===== config.mk =====
export PLATFORM = sky130hd
export DESIGN_NAME = cc_cv_charger_duty_controller_top
export DESIGN_NICKNAME = d
export VERILOG_FILES = /design/src/design/cccv_pkg.sv /design/src/design/cccv_cfg_regs.sv /design/src/design/cccv_step.sv /design/src/design/cc_cv_charger_duty_controller_top.sv
export SDC_FILE = /design/constraint.sdc
export NUM_CORES = 1
export LEC_CHECK = 0
export BUFFER_PORTS_ARGS = -buffer_cell sky130_fd_sc_hd__buf_2
export CORE_MARGIN = 10
export CORE_UTILIZATION = 50
export CTS_CLUSTER_SIZE = 24
export DETAILED_ROUTE_END_ITERATION = 12
export MAX_ROUTING_LAYER = met4
export PLACE_DENSITY = 0.71
export SLEW_MARGIN = 25
export SYNTH_ARGS = -nofsm -noshare
export SYNTH_HDL_FRONTEND = slang
export SYNTH_SLANG_ARGS = --single-unit

===== constraint.sdc =====
create_clock -name aclk -period 6.15 [get_ports aclk]
set_clock_uncertainty 0.05 [all_clocks]
set_input_delay 0.615 -clock aclk [delete_from_list [all_inputs] [get_ports aclk]]
set_output_delay 0.615 -clock aclk [all_outputs]
set_load 0.1 [all_outputs]

===== src/design/cccv_pkg.sv =====
// Shared types, constants and helpers for the CC/CV charger duty controller.
`timescale 1ns / 1ps

package cccv_pkg;

    // Field widths
    localparam int CUR_W   = 19;
    localparam int VOLT_W  = 14;
    localparam int SOC_W   = 10;
    localparam int DUTY_W  = 14;
    localparam int MODE_W  = 2;
    localparam int CFG_IDX_W  = 3;
    localparam int CFG_DATA_W = 14;

    // Duty scale: 10000 counts = 1.0
    localparam logic [DUTY_W-1:0] DUTY_MAX = DUTY_W'(10000);

    // Register indexes
    localparam logic [CFG_IDX_W-1:0] CFG_SOC_LOW        = 3'd0;
    localparam logic [CFG_IDX_W-1:0] CFG_SOC_HIGH       = 3'd1;
    localparam logic [CFG_IDX_W-1:0] CFG_SOC_RESUME     = 3'd2;
    localparam logic [CFG_IDX_W-1:0] CFG_RESTART_DUTY   = 3'd3;
    localparam logic [CFG_IDX_W-1:0] CFG_DISCHARGE_DUTY = 3'd4;

    // Register reset values
    localparam logic [SOC_W-1:0]  SOC_LOW_RST        = SOC_W'(800);
    localparam logic [SOC_W-1:0]  SOC_HIGH_RST       = SOC_W'(950);
    localparam logic [SOC_W-1:0]  SOC_RESUME_RST     = SOC_W'(990);
    localparam logic [DUTY_W-1:0] RESTART_DUTY_RST   = DUTY_W'(6400);
    localparam logic [DUTY_W-1:0] DISCHARGE_DUTY_RST = DUTY_W'(3480);

    // Current bands, 10 uA units
    localparam logic signed [CUR_W-1:0] CUR_ZERO_LIM  = 19'sd1;
    localparam logic signed [CUR_W-1:0] CUR_DN_BIG    = 19'sd30000;
    localparam logic signed [CUR_W-1:0] CUR_DN_MID    = 19'sd60000;
    localparam logic signed [CUR_W-1:0] CUR_DN_FINE   = 19'sd85000;
    localparam logic signed [CUR_W-1:0] CUR_UP_BIG    = 19'sd135000;
    localparam logic signed [CUR_W-1:0] CUR_UP_MID    = 19'sd125000;
    localparam logic signed [CUR_W-1:0] CUR_UP_FINE   = 19'sd115000;

    // Voltage bands, mV
    localparam logic signed [VOLT_W-1:0] VOLT_UP_MID   = 14'sd4000;
    localparam logic signed [VOLT_W-1:0] VOLT_UP_FINE  = 14'sd4100;
    localparam logic signed [VOLT_W-1:0] VOLT_DN_MID   = 14'sd4500;
    localparam logic signed [VOLT_W-1:0] VOLT_DN_FINE  = 14'sd4300;
    localparam logic signed [VOLT_W-1:0] VOLT_DIS_MIN  = 14'sd3000;

    // Duty steps
    localparam logic signed [7:0] STEP_BIG  = 8'sd100;
    localparam logic signed [7:0] STEP_MID  = 8'sd10;
    localparam logic signed [7:0] STEP_FINE = 8'sd1;
    localparam logic signed [7:0] STEP_NONE = 8'sd0;

    typedef enum logic [MODE_W-1:0] {
        MODE_CC        = 2'd0,
        MODE_CV        = 2'd1,
        MODE_CHARGED   = 2'd2,
        MODE_DISCHARGE = 2'd3
    } mode_t;

    typedef struct packed {
        logic [SOC_W-1:0]  soc_low;
        logic [SOC_W-1:0]  soc_high;
        logic [SOC_W-1:0]  soc_resume;
        logic [DUTY_W-1:0] restart_duty;
        logic [DUTY_W-1:0] discharge_duty;
    } cfg_t;

    typedef struct packed {
        logic signed [CUR_W-1:0]  out_current;
        logic signed [VOLT_W-1:0] out_voltage;
        logic [SOC_W-1:0]         charge_level;
        logic                     discharge_request;
    } item_t;

    // Clamp a signed duty to 0..DUTY_MAX
    function automatic logic [DUTY_W-1:0] sat_duty(input logic signed [15:0] d);
        logic [DUTY_W-1:0] r;
        if (d < 16'sd0) begin
            r = '0;
        end else if (d > $signed({2'b00, DUTY_MAX})) begin
            r = DUTY_MAX;
        end else begin
            r = d[DUTY_W-1:0];
        end
        return r;
    endfunction

endpackage


===== src/design/cccv_cfg_regs.sv =====
// Configuration register bank for the charger duty controller.
`timescale 1ns / 1ps

module cccv_cfg_regs (
    input  logic                              aclk,
    input  logic                              aresetn,
    input  logic                              cfg_wr_en,
    input  logic [cccv_pkg::CFG_IDX_W-1:0]    cfg_index,
    input  logic [cccv_pkg::CFG_DATA_W-1:0]   cfg_wdata,
    output cccv_pkg::cfg_t                    cfg
);

    cccv_pkg::cfg_t cfg_reg;
    cccv_pkg::cfg_t cfg_next;

    always_comb begin
        cfg_next = cfg_reg;
        if (cfg_wr_en) begin
            case (cfg_index)
                cccv_pkg::CFG_SOC_LOW: begin
                    cfg_next.soc_low = cfg_wdata[cccv_pkg::SOC_W-1:0];
                end
                cccv_pkg::CFG_SOC_HIGH: begin
                    cfg_next.soc_high = cfg_wdata[cccv_pkg::SOC_W-1:0];
                end
                cccv_pkg::CFG_SOC_RESUME: begin
                    cfg_next.soc_resume = cfg_wdata[cccv_pkg::SOC_W-1:0];
                end
                cccv_pkg::CFG_RESTART_DUTY: begin
                    cfg_next.restart_duty = cfg_wdata[cccv_pkg::DUTY_W-1:0];
                end
                cccv_pkg::CFG_DISCHARGE_DUTY: begin
                    cfg_next.discharge_duty = cfg_wdata[cccv_pkg::DUTY_W-1:0];
                end
                default: begin
                    // unused index: ignored
                end
            endcase
        end
    end

    always_ff @(posedge aclk) begin
        if (!aresetn) begin
            cfg_reg.soc_low        <= cccv_pkg::SOC_LOW_RST;
            cfg_reg.soc_high       <= cccv_pkg::SOC_HIGH_RST;
            cfg_reg.soc_resume     <= cccv_pkg::SOC_RESUME_RST;
            cfg_reg.restart_duty   <= cccv_pkg::RESTART_DUTY_RST;
            cfg_reg.discharge_duty <= cccv_pkg::DISCHARGE_DUTY_RST;
        end else begin
            cfg_reg <= cfg_next;
        end
    end

    assign cfg = cfg_reg;

endmodule


===== src/design/cccv_step.sv =====
// Next mode and duty for one measurement: band ladder, one add, clamp.
`timescale 1ns / 1ps

module cccv_step (
    input  cccv_pkg::cfg_t                  cfg,
    input  cccv_pkg::item_t                 item,
    input  cccv_pkg::mode_t                 mode_cur,
    input  logic [cccv_pkg::DUTY_W-1:0]     duty_cur,
    output cccv_pkg::mode_t                 mode_nxt,
    output logic [cccv_pkg::DUTY_W-1:0]     duty_nxt
);

    logic signed [7:0]  cc_step;
    logic signed [7:0]  cv_step;
    logic signed [7:0]  step;
    logic signed [15:0] duty_sum;
    logic [cccv_pkg::DUTY_W-1:0] restart_sat;
    logic [cccv_pkg::DUTY_W-1:0] discharge_sat;
    logic volt_pos;

    // Current ladder (first match wins)
    always_comb begin
        if (item.out_current <= cccv_pkg::CUR_DN_BIG) begin
            cc_step = -cccv_pkg::STEP_BIG;
        end else if (item.out_current <= cccv_pkg::CUR_DN_MID) begin
            cc_step = -cccv_pkg::STEP_MID;
        end else if (item.out_current <= cccv_pkg::CUR_DN_FINE) begin
            cc_step = -cccv_pkg::STEP_FINE;
        end else if (item.out_current >= cccv_pkg::CUR_UP_BIG) begin
            cc_step = cccv_pkg::STEP_BIG;
        end else if (item.out_current >= cccv_pkg::CUR_UP_MID) begin
            cc_step = cccv_pkg::STEP_MID;
        end else if (item.out_current >= cccv_pkg::CUR_UP_FINE) begin
            cc_step = cccv_pkg::STEP_FINE;
        end else begin
            cc_step = cccv_pkg::STEP_NONE;
        end
    end

    // Voltage ladder; negative readings leave the duty alone
    assign volt_pos = !item.out_voltage[cccv_pkg::VOLT_W-1];

    always_comb begin
        if (volt_pos && item.out_voltage <= cccv_pkg::VOLT_UP_MID) begin
            cv_step = cccv_pkg::STEP_MID;
        end else if (volt_pos && item.out_voltage <= cccv_pkg::VOLT_UP_FINE) begin
            cv_step = cccv_pkg::STEP_FINE;
        end else if (item.out_voltage >= cccv_pkg::VOLT_DN_MID) begin
            cv_step = -cccv_pkg::STEP_MID;
        end else if (item.out_voltage >= cccv_pkg::VOLT_DN_FINE) begin
            cv_step = -cccv_pkg::STEP_FINE;
        end else begin
            cv_step = cccv_pkg::STEP_NONE;
        end
    end

    assign step = (mode_cur == cccv_pkg::MODE_CC) ? cc_step : cv_step;
    assign duty_sum = $signed({2'b00, duty_cur}) + $signed({{8{step[7]}}, step});

    assign restart_sat   = cccv_pkg::sat_duty($signed({2'b00, cfg.restart_duty}));
    assign discharge_sat = cccv_pkg::sat_duty($signed({2'b00, cfg.discharge_duty}));

    always_comb begin
        mode_nxt = mode_cur;
        duty_nxt = duty_cur;
        case (mode_cur)
            cccv_pkg::MODE_CC: begin
                if (item.out_current < cccv_pkg::CUR_ZERO_LIM) begin
                    duty_nxt = restart_sat;
                end else begin
                    duty_nxt = cccv_pkg::sat_duty(duty_sum);
                end
                if (item.charge_level >= cfg.soc_low) begin
                    mode_nxt = cccv_pkg::MODE_CV;
                end
            end
            cccv_pkg::MODE_CV: begin
                duty_nxt = cccv_pkg::sat_duty(duty_sum);
                if (item.charge_level >= cfg.soc_high) begin
                    mode_nxt = cccv_pkg::MODE_CHARGED;
                end
            end
            cccv_pkg::MODE_CHARGED: begin
                if (item.discharge_request) begin
                    mode_nxt = cccv_pkg::MODE_DISCHARGE;
                end else if (item.charge_level < cfg.soc_low) begin
                    mode_nxt = cccv_pkg::MODE_CC;
                end else if (item.charge_level < cfg.soc_resume) begin
                    mode_nxt = cccv_pkg::MODE_CV;
                end
            end
            default: begin
                duty_nxt = discharge_sat;
                if (!item.discharge_request || item.out_voltage < cccv_pkg::VOLT_DIS_MIN) begin
                    mode_nxt = cccv_pkg::MODE_CC;
                end
            end
        endcase
    end

endmodule


===== src/design/cc_cv_charger_duty_controller_top.sv =====
// Top level of the CC/CV charger duty controller: handshakes, state and result register.
`timescale 1ns / 1ps

// Usage
//   Slave stream s_*: one measurement request per handshake. s_tdata carries
//   out_current, out_voltage and charge_level; s_tuser carries discharge_request.
//   Master stream m_*: one result per request, duty_out and mode_out in m_tdata.
//   cfg_*: write-only register port, index 0..4 = soc_low, soc_high, soc_resume,
//   restart_duty, discharge_duty; other indexes ignored. Write only when idle.
// Timing
//   A request is captured in the input register; when the result slot is free or being
//   drained, the mode ladder and duty add run on it and load the result register,
//   which is also the charger state and drives m_tvalid.
//   Throughput: one request per cycle while m_tready stays high, set by the single
//   add-and-clamp path between the input register and the state/result register.
// Reset (aresetn low, synchronous)
//   Registers go to their defaults, mode to constant current, duty to zero,
//   both stages empty.
// Stall
//   While m_tready is low the result holds; one more request waits in the
//   input register, after which s_tready drops until the result is taken.

module cc_cv_charger_duty_controller_top (
    input  logic                             aclk,
    input  logic                             aresetn,
    // slave stream
    input  logic                             s_tvalid,
    output logic                             s_tready,
    input  logic [47:0]                      s_tdata,  // [18:0] out_current, [32:19] out_voltage,
                                                       // [42:33] charge_level, [47:43] zero
    input  logic [0:0]                       s_tuser,  // [0] discharge_request
    // master stream
    output logic                             m_tvalid,
    input  logic                             m_tready,
    output logic [15:0]                      m_tdata,  // [13:0] duty_out, [15:14] mode_out
    // configuration
    input  logic                             cfg_wr_en,
    input  logic [cccv_pkg::CFG_IDX_W-1:0]   cfg_index,
    input  logic [cccv_pkg::CFG_DATA_W-1:0]  cfg_wdata
);

    cccv_pkg::cfg_t   cfg;
    cccv_pkg::item_t  in_item_reg;
    cccv_pkg::item_t  in_item_next;
    logic             in_valid_reg;
    logic             in_valid_next;
    logic             out_valid_reg;
    logic             out_valid_next;
    cccv_pkg::mode_t  mode_reg;
    cccv_pkg::mode_t  mode_next;
    logic [cccv_pkg::DUTY_W-1:0] duty_reg;
    logic [cccv_pkg::DUTY_W-1:0] duty_next;
    cccv_pkg::mode_t  step_mode;
    logic [cccv_pkg::DUTY_W-1:0] step_duty;
    logic             in_take;
    logic             advance;

    cccv_cfg_regs u_cfg (
        .aclk      (aclk),
        .aresetn   (aresetn),
        .cfg_wr_en (cfg_wr_en),
        .cfg_index (cfg_index),
        .cfg_wdata (cfg_wdata),
        .cfg       (cfg)
    );

    cccv_step u_step (
        .cfg      (cfg),
        .item     (in_item_reg),
        .mode_cur (mode_reg),
        .duty_cur (duty_reg),
        .mode_nxt (step_mode),
        .duty_nxt (step_duty)
    );

    // Request moves on when the result slot is free or being drained
    assign advance  = in_valid_reg && (!out_valid_reg || m_tready);
    assign s_tready = !in_valid_reg || advance;
    assign in_take  = s_tvalid && s_tready;

    always_comb begin
        in_item_next = in_item_reg;
        if (in_take) begin
            in_item_next.out_current       = $signed(s_tdata[18:0]);
            in_item_next.out_voltage       = $signed(s_tdata[32:19]);
            in_item_next.charge_level      = s_tdata[42:33];
            in_item_next.discharge_request = s_tuser[0];
        end
    end

    always_comb begin
        in_valid_next  = in_take ? 1'b1 : (advance ? 1'b0 : in_valid_reg);
        out_valid_next = advance ? 1'b1 : (m_tready ? 1'b0 : out_valid_reg);
        mode_next      = advance ? step_mode : mode_reg;
        duty_next      = advance ? step_duty : duty_reg;
    end

    // payload
    always_ff @(posedge aclk) begin
        in_item_reg <= in_item_next;
    end

    // control and charger state
    always_ff @(posedge aclk) begin
        if (!aresetn) begin
            in_valid_reg  <= 1'b0;
            out_valid_reg <= 1'b0;
            mode_reg      <= cccv_pkg::MODE_CC;
            duty_reg      <= '0;
        end else begin
            in_valid_reg  <= in_valid_next;
            out_valid_reg <= out_valid_next;
            mode_reg      <= mode_next;
            duty_reg      <= duty_next;
        end
    end

    assign m_tvalid = out_valid_reg;
    assign m_tdata  = {mode_reg, duty_reg};

    // Assertions
    a_reset_state: assert property (@(posedge aclk)
        !aresetn |=> (mode_reg == cccv_pkg::MODE_CC) && (duty_reg == '0) && !m_tvalid)
        else $error("charger state not cleared by reset");

    a_duty_range: assert property (@(posedge aclk) disable iff (!aresetn)
        duty_reg <= cccv_pkg::DUTY_MAX)
        else $error("duty above full scale");

    a_state_hold: assert property (@(posedge aclk) disable iff (!aresetn)
        !advance |=> $stable(duty_reg) && $stable(mode_reg))
        else $error("charger state changed without a request");

    a_no_drop: assert property (@(posedge aclk) disable iff (!aresetn)
        in_valid_reg && !advance |=> in_valid_reg && $stable(in_item_reg))
        else $error("pending request lost");

    a_result_shown: assert property (@(posedge aclk) disable iff (!aresetn)
        advance |=> m_tvalid)
        else $error("result not presented after step");

endmodule

==> metrics.cfg <==
[die]
initial_utilization = 0.515
die-area_mm2 = 0.0188
die_y_um = 137
core_mm2 = 0.0133
die_w_um = 137
rows = 42
io_pins = 89

[logic_synthesis]
ys_top_cells_by_area = dfxtp_1, edfxtp_1, ha_1, nand2_1, a21boi_0
synth-compound-area-share = 0.238
yosysSeqAreaShare = 0.414
synth_cells = 766
synth_edf_count = 44
syn-num-nets = 886
yosys.area_share.adder = 0.0903
synth_ff_type = dfxtp_1
yosysTopAreaCellShare = 0.221
muxShareOfSynthArea = 0
synthArstFlopShare = 0
synth_xor_area_frac = 0.0180
synth_simple_gate_area_share = 0.196
netlist-cell-type-count = 71
synthesis.area_mm2 = 0.00687
synth-warning-count = 0
synth_top_area_cell = dfxtp_1
avgSynthCellArea_um2 = 8.97
ys_seq_elements = 120
synth_top_family_by_area = compound AO/OA/AOI/OAI gates

[global_route]
grt_use_met2 = 0.312
grtUsageMet1 = 0.246
grt_first_pass_wirelength_um = 29100
grt_use_total = 0.199
grt_antenna_before_repair = 0
grt_max_degree = 78
grt_pass1_vias = 6044
grt_remaining_overflow = 0
grt_busiest_layer = met2
gr-usage-met3 = 0.0422

[clock_network]
hold_buffers = 0
cts.repair.resized = 0
htree_levels = 4
clk_root_buffer_cell = clkbuf_16
clk_pin_slew_ns = 0.06
cts_sinks = 120
clk_path_buf_depth = 2
cts_made_buffers = 17
cts_tree = done
insertion_delay_ns = 0.42
post_cts_buffers = 0

[final_layout]
drive_above_1_share = 0.159
final_common_cell = nand2_1
syn_to_final_growth_pct = 16.6
diodes = 0
final_area_mm2 = 0.00801
fillCellCount = 1190
final_cell_mix = nand2_1, buf_2, dfxtp_1
largest_register_ff_count = 58
layout.nets = 960

[power_and_ir_drop]
ir_worst_vdd_v = 0.000229
power.density_mw_per_mm2 = 318
leakage_nw = 3.29

[routing]
routed_via_density = 5.89
vias = 6064
drt_pre_antenna_iters = 5
drcViolationCount = 0
drt_iter0_drc = 471
wl_per_cell_um = 17.4
drtAntennaViolNets = 0
routed_wl_um = 17900

[setup_path]
required_ns = 6.41
worstPathArrival_ns = 5.33
cp-start-kind = flop
crit_type = flop to flop
end_kind = flop
critPathMaxFanout = 11
reg2reg_depth = 17
r2r_slack_ns = 1.08

[worst_hold_path]
holdPathStages = 1
min_path_type = primary input to flop

[placed_design]
gp_congestion = 0.992
pre_cts_ws_ns = 1.06
dp_hpwl_um = 13200
portBuffers = 83
place_area_mm2 = 0.00739

[sta]
final_hold_viol_count = 0
worst_pin_slew_ns = 0.923
fin_crit_ns = 5.07
fmax_mhz = 197
maxSlewViolCount = 0
fin_crit_sh = 0.824
tns_ns = 0
max-slew-margin-rel = 0.383
setup_viol = 0
rsz0062_at_grt = no
setup_slack_ns = 1.08

[job]
drv_cap = 0

[outcome]
status = finished clean

metrics by stage:
step                      total power, mW   util  hold slack, ns  std cells
after global placement               1.51  0.554           0.403        997
final                                2.54  0.600           0.313       1029
after floorplan                      1.39      -           0.393        766
after detailed placement             1.52  0.554           0.409        997
after CTS                            2.55  0.600           0.300       1029
after global routing                 2.66  0.600           0.303       1029
worst paths after layout:
check | from | endpoint
min | s_tdata[35] | in_item_reg[3]
min reg2reg | u_cfg.cfg[49] | u_cfg.cfg[49]
max | in_item_reg[32] | duty_reg[4]
max reg2reg | in_item_reg[32] | duty_reg[4]
report_power, final:
group          total [mW]  internal [mW]  switching (mW)
Combinational       0.601          0.202           0.399
Clock                1.03          0.671           0.361
Sequential          0.910          0.868          0.0418
critical path: stages (launching register included):
cell,delay [ns]
edfxtp_1,0.46
or4_4,0.57
or4b_4,0.51
a21oi_1,0.13
nor2b_1,0.08
o31a_1,0.11
o32ai_1,0.25
ha_1,0.22
inv_1,0.05
fa_1,0.39
nand2b_1,0.19
a211o_1,0.29
a2bb2oi_1,0.28
a41oi_1,0.18
xnor2_1,0.18
o21ai_0,0.28
o211ai_2,0.33
o311a_1,0.41
Yosys cell counts, types with 6 or more instances:
master and number:
nor2_1 28, and2_1 7, edfxtp_1 44, a21boi_0 34, xnor2_1 7, nor2b_1 9, nand3_1 30, inv_1 44
a21oi_1 45, nand2b_1 8, ha_1 48, o21a_1 7, clkbuf_1 26, a221oi_1 10, dfxtp_1 76, nand2_1 133
o22ai_1 6, o211ai_1 21, a21o_1 15, o21ai_0 38, nor3_1 18, nand4_1 8, nor4_1 8
metal layers:
layer  up-vias  share of wire
li1       2978              -
met1      2822           0.44
met2       227           0.48
met3        37          0.059
met4         0          0.021
met5         -              0
cells by family after synthesis:
logic type / count (synthesis)
simple gates: 278
compound gates: 232
flops: 120
buf+inv: 75
fa+ha+maj: 49
xor+xnor: 12
final cells by class:
| class | count | area (um^2) | share of cell area |
|---|---|---|---|
| well taps | 176 | 220 | 0.0275 |
| repair buffers | 85 | 430 | 0.0537 |
| clock buffers | 18 | 429 | 0.0536 |
| clock inverters | 14 | 181 | 0.0227 |
| flip-flops and latches | 120 | 2840 | 0.355 |
| multi-input cells | 571 | 3740 | 0.466 |
| inverters | 45 | 169 | 0.0211 |
(Power assumes the default switching activity.)
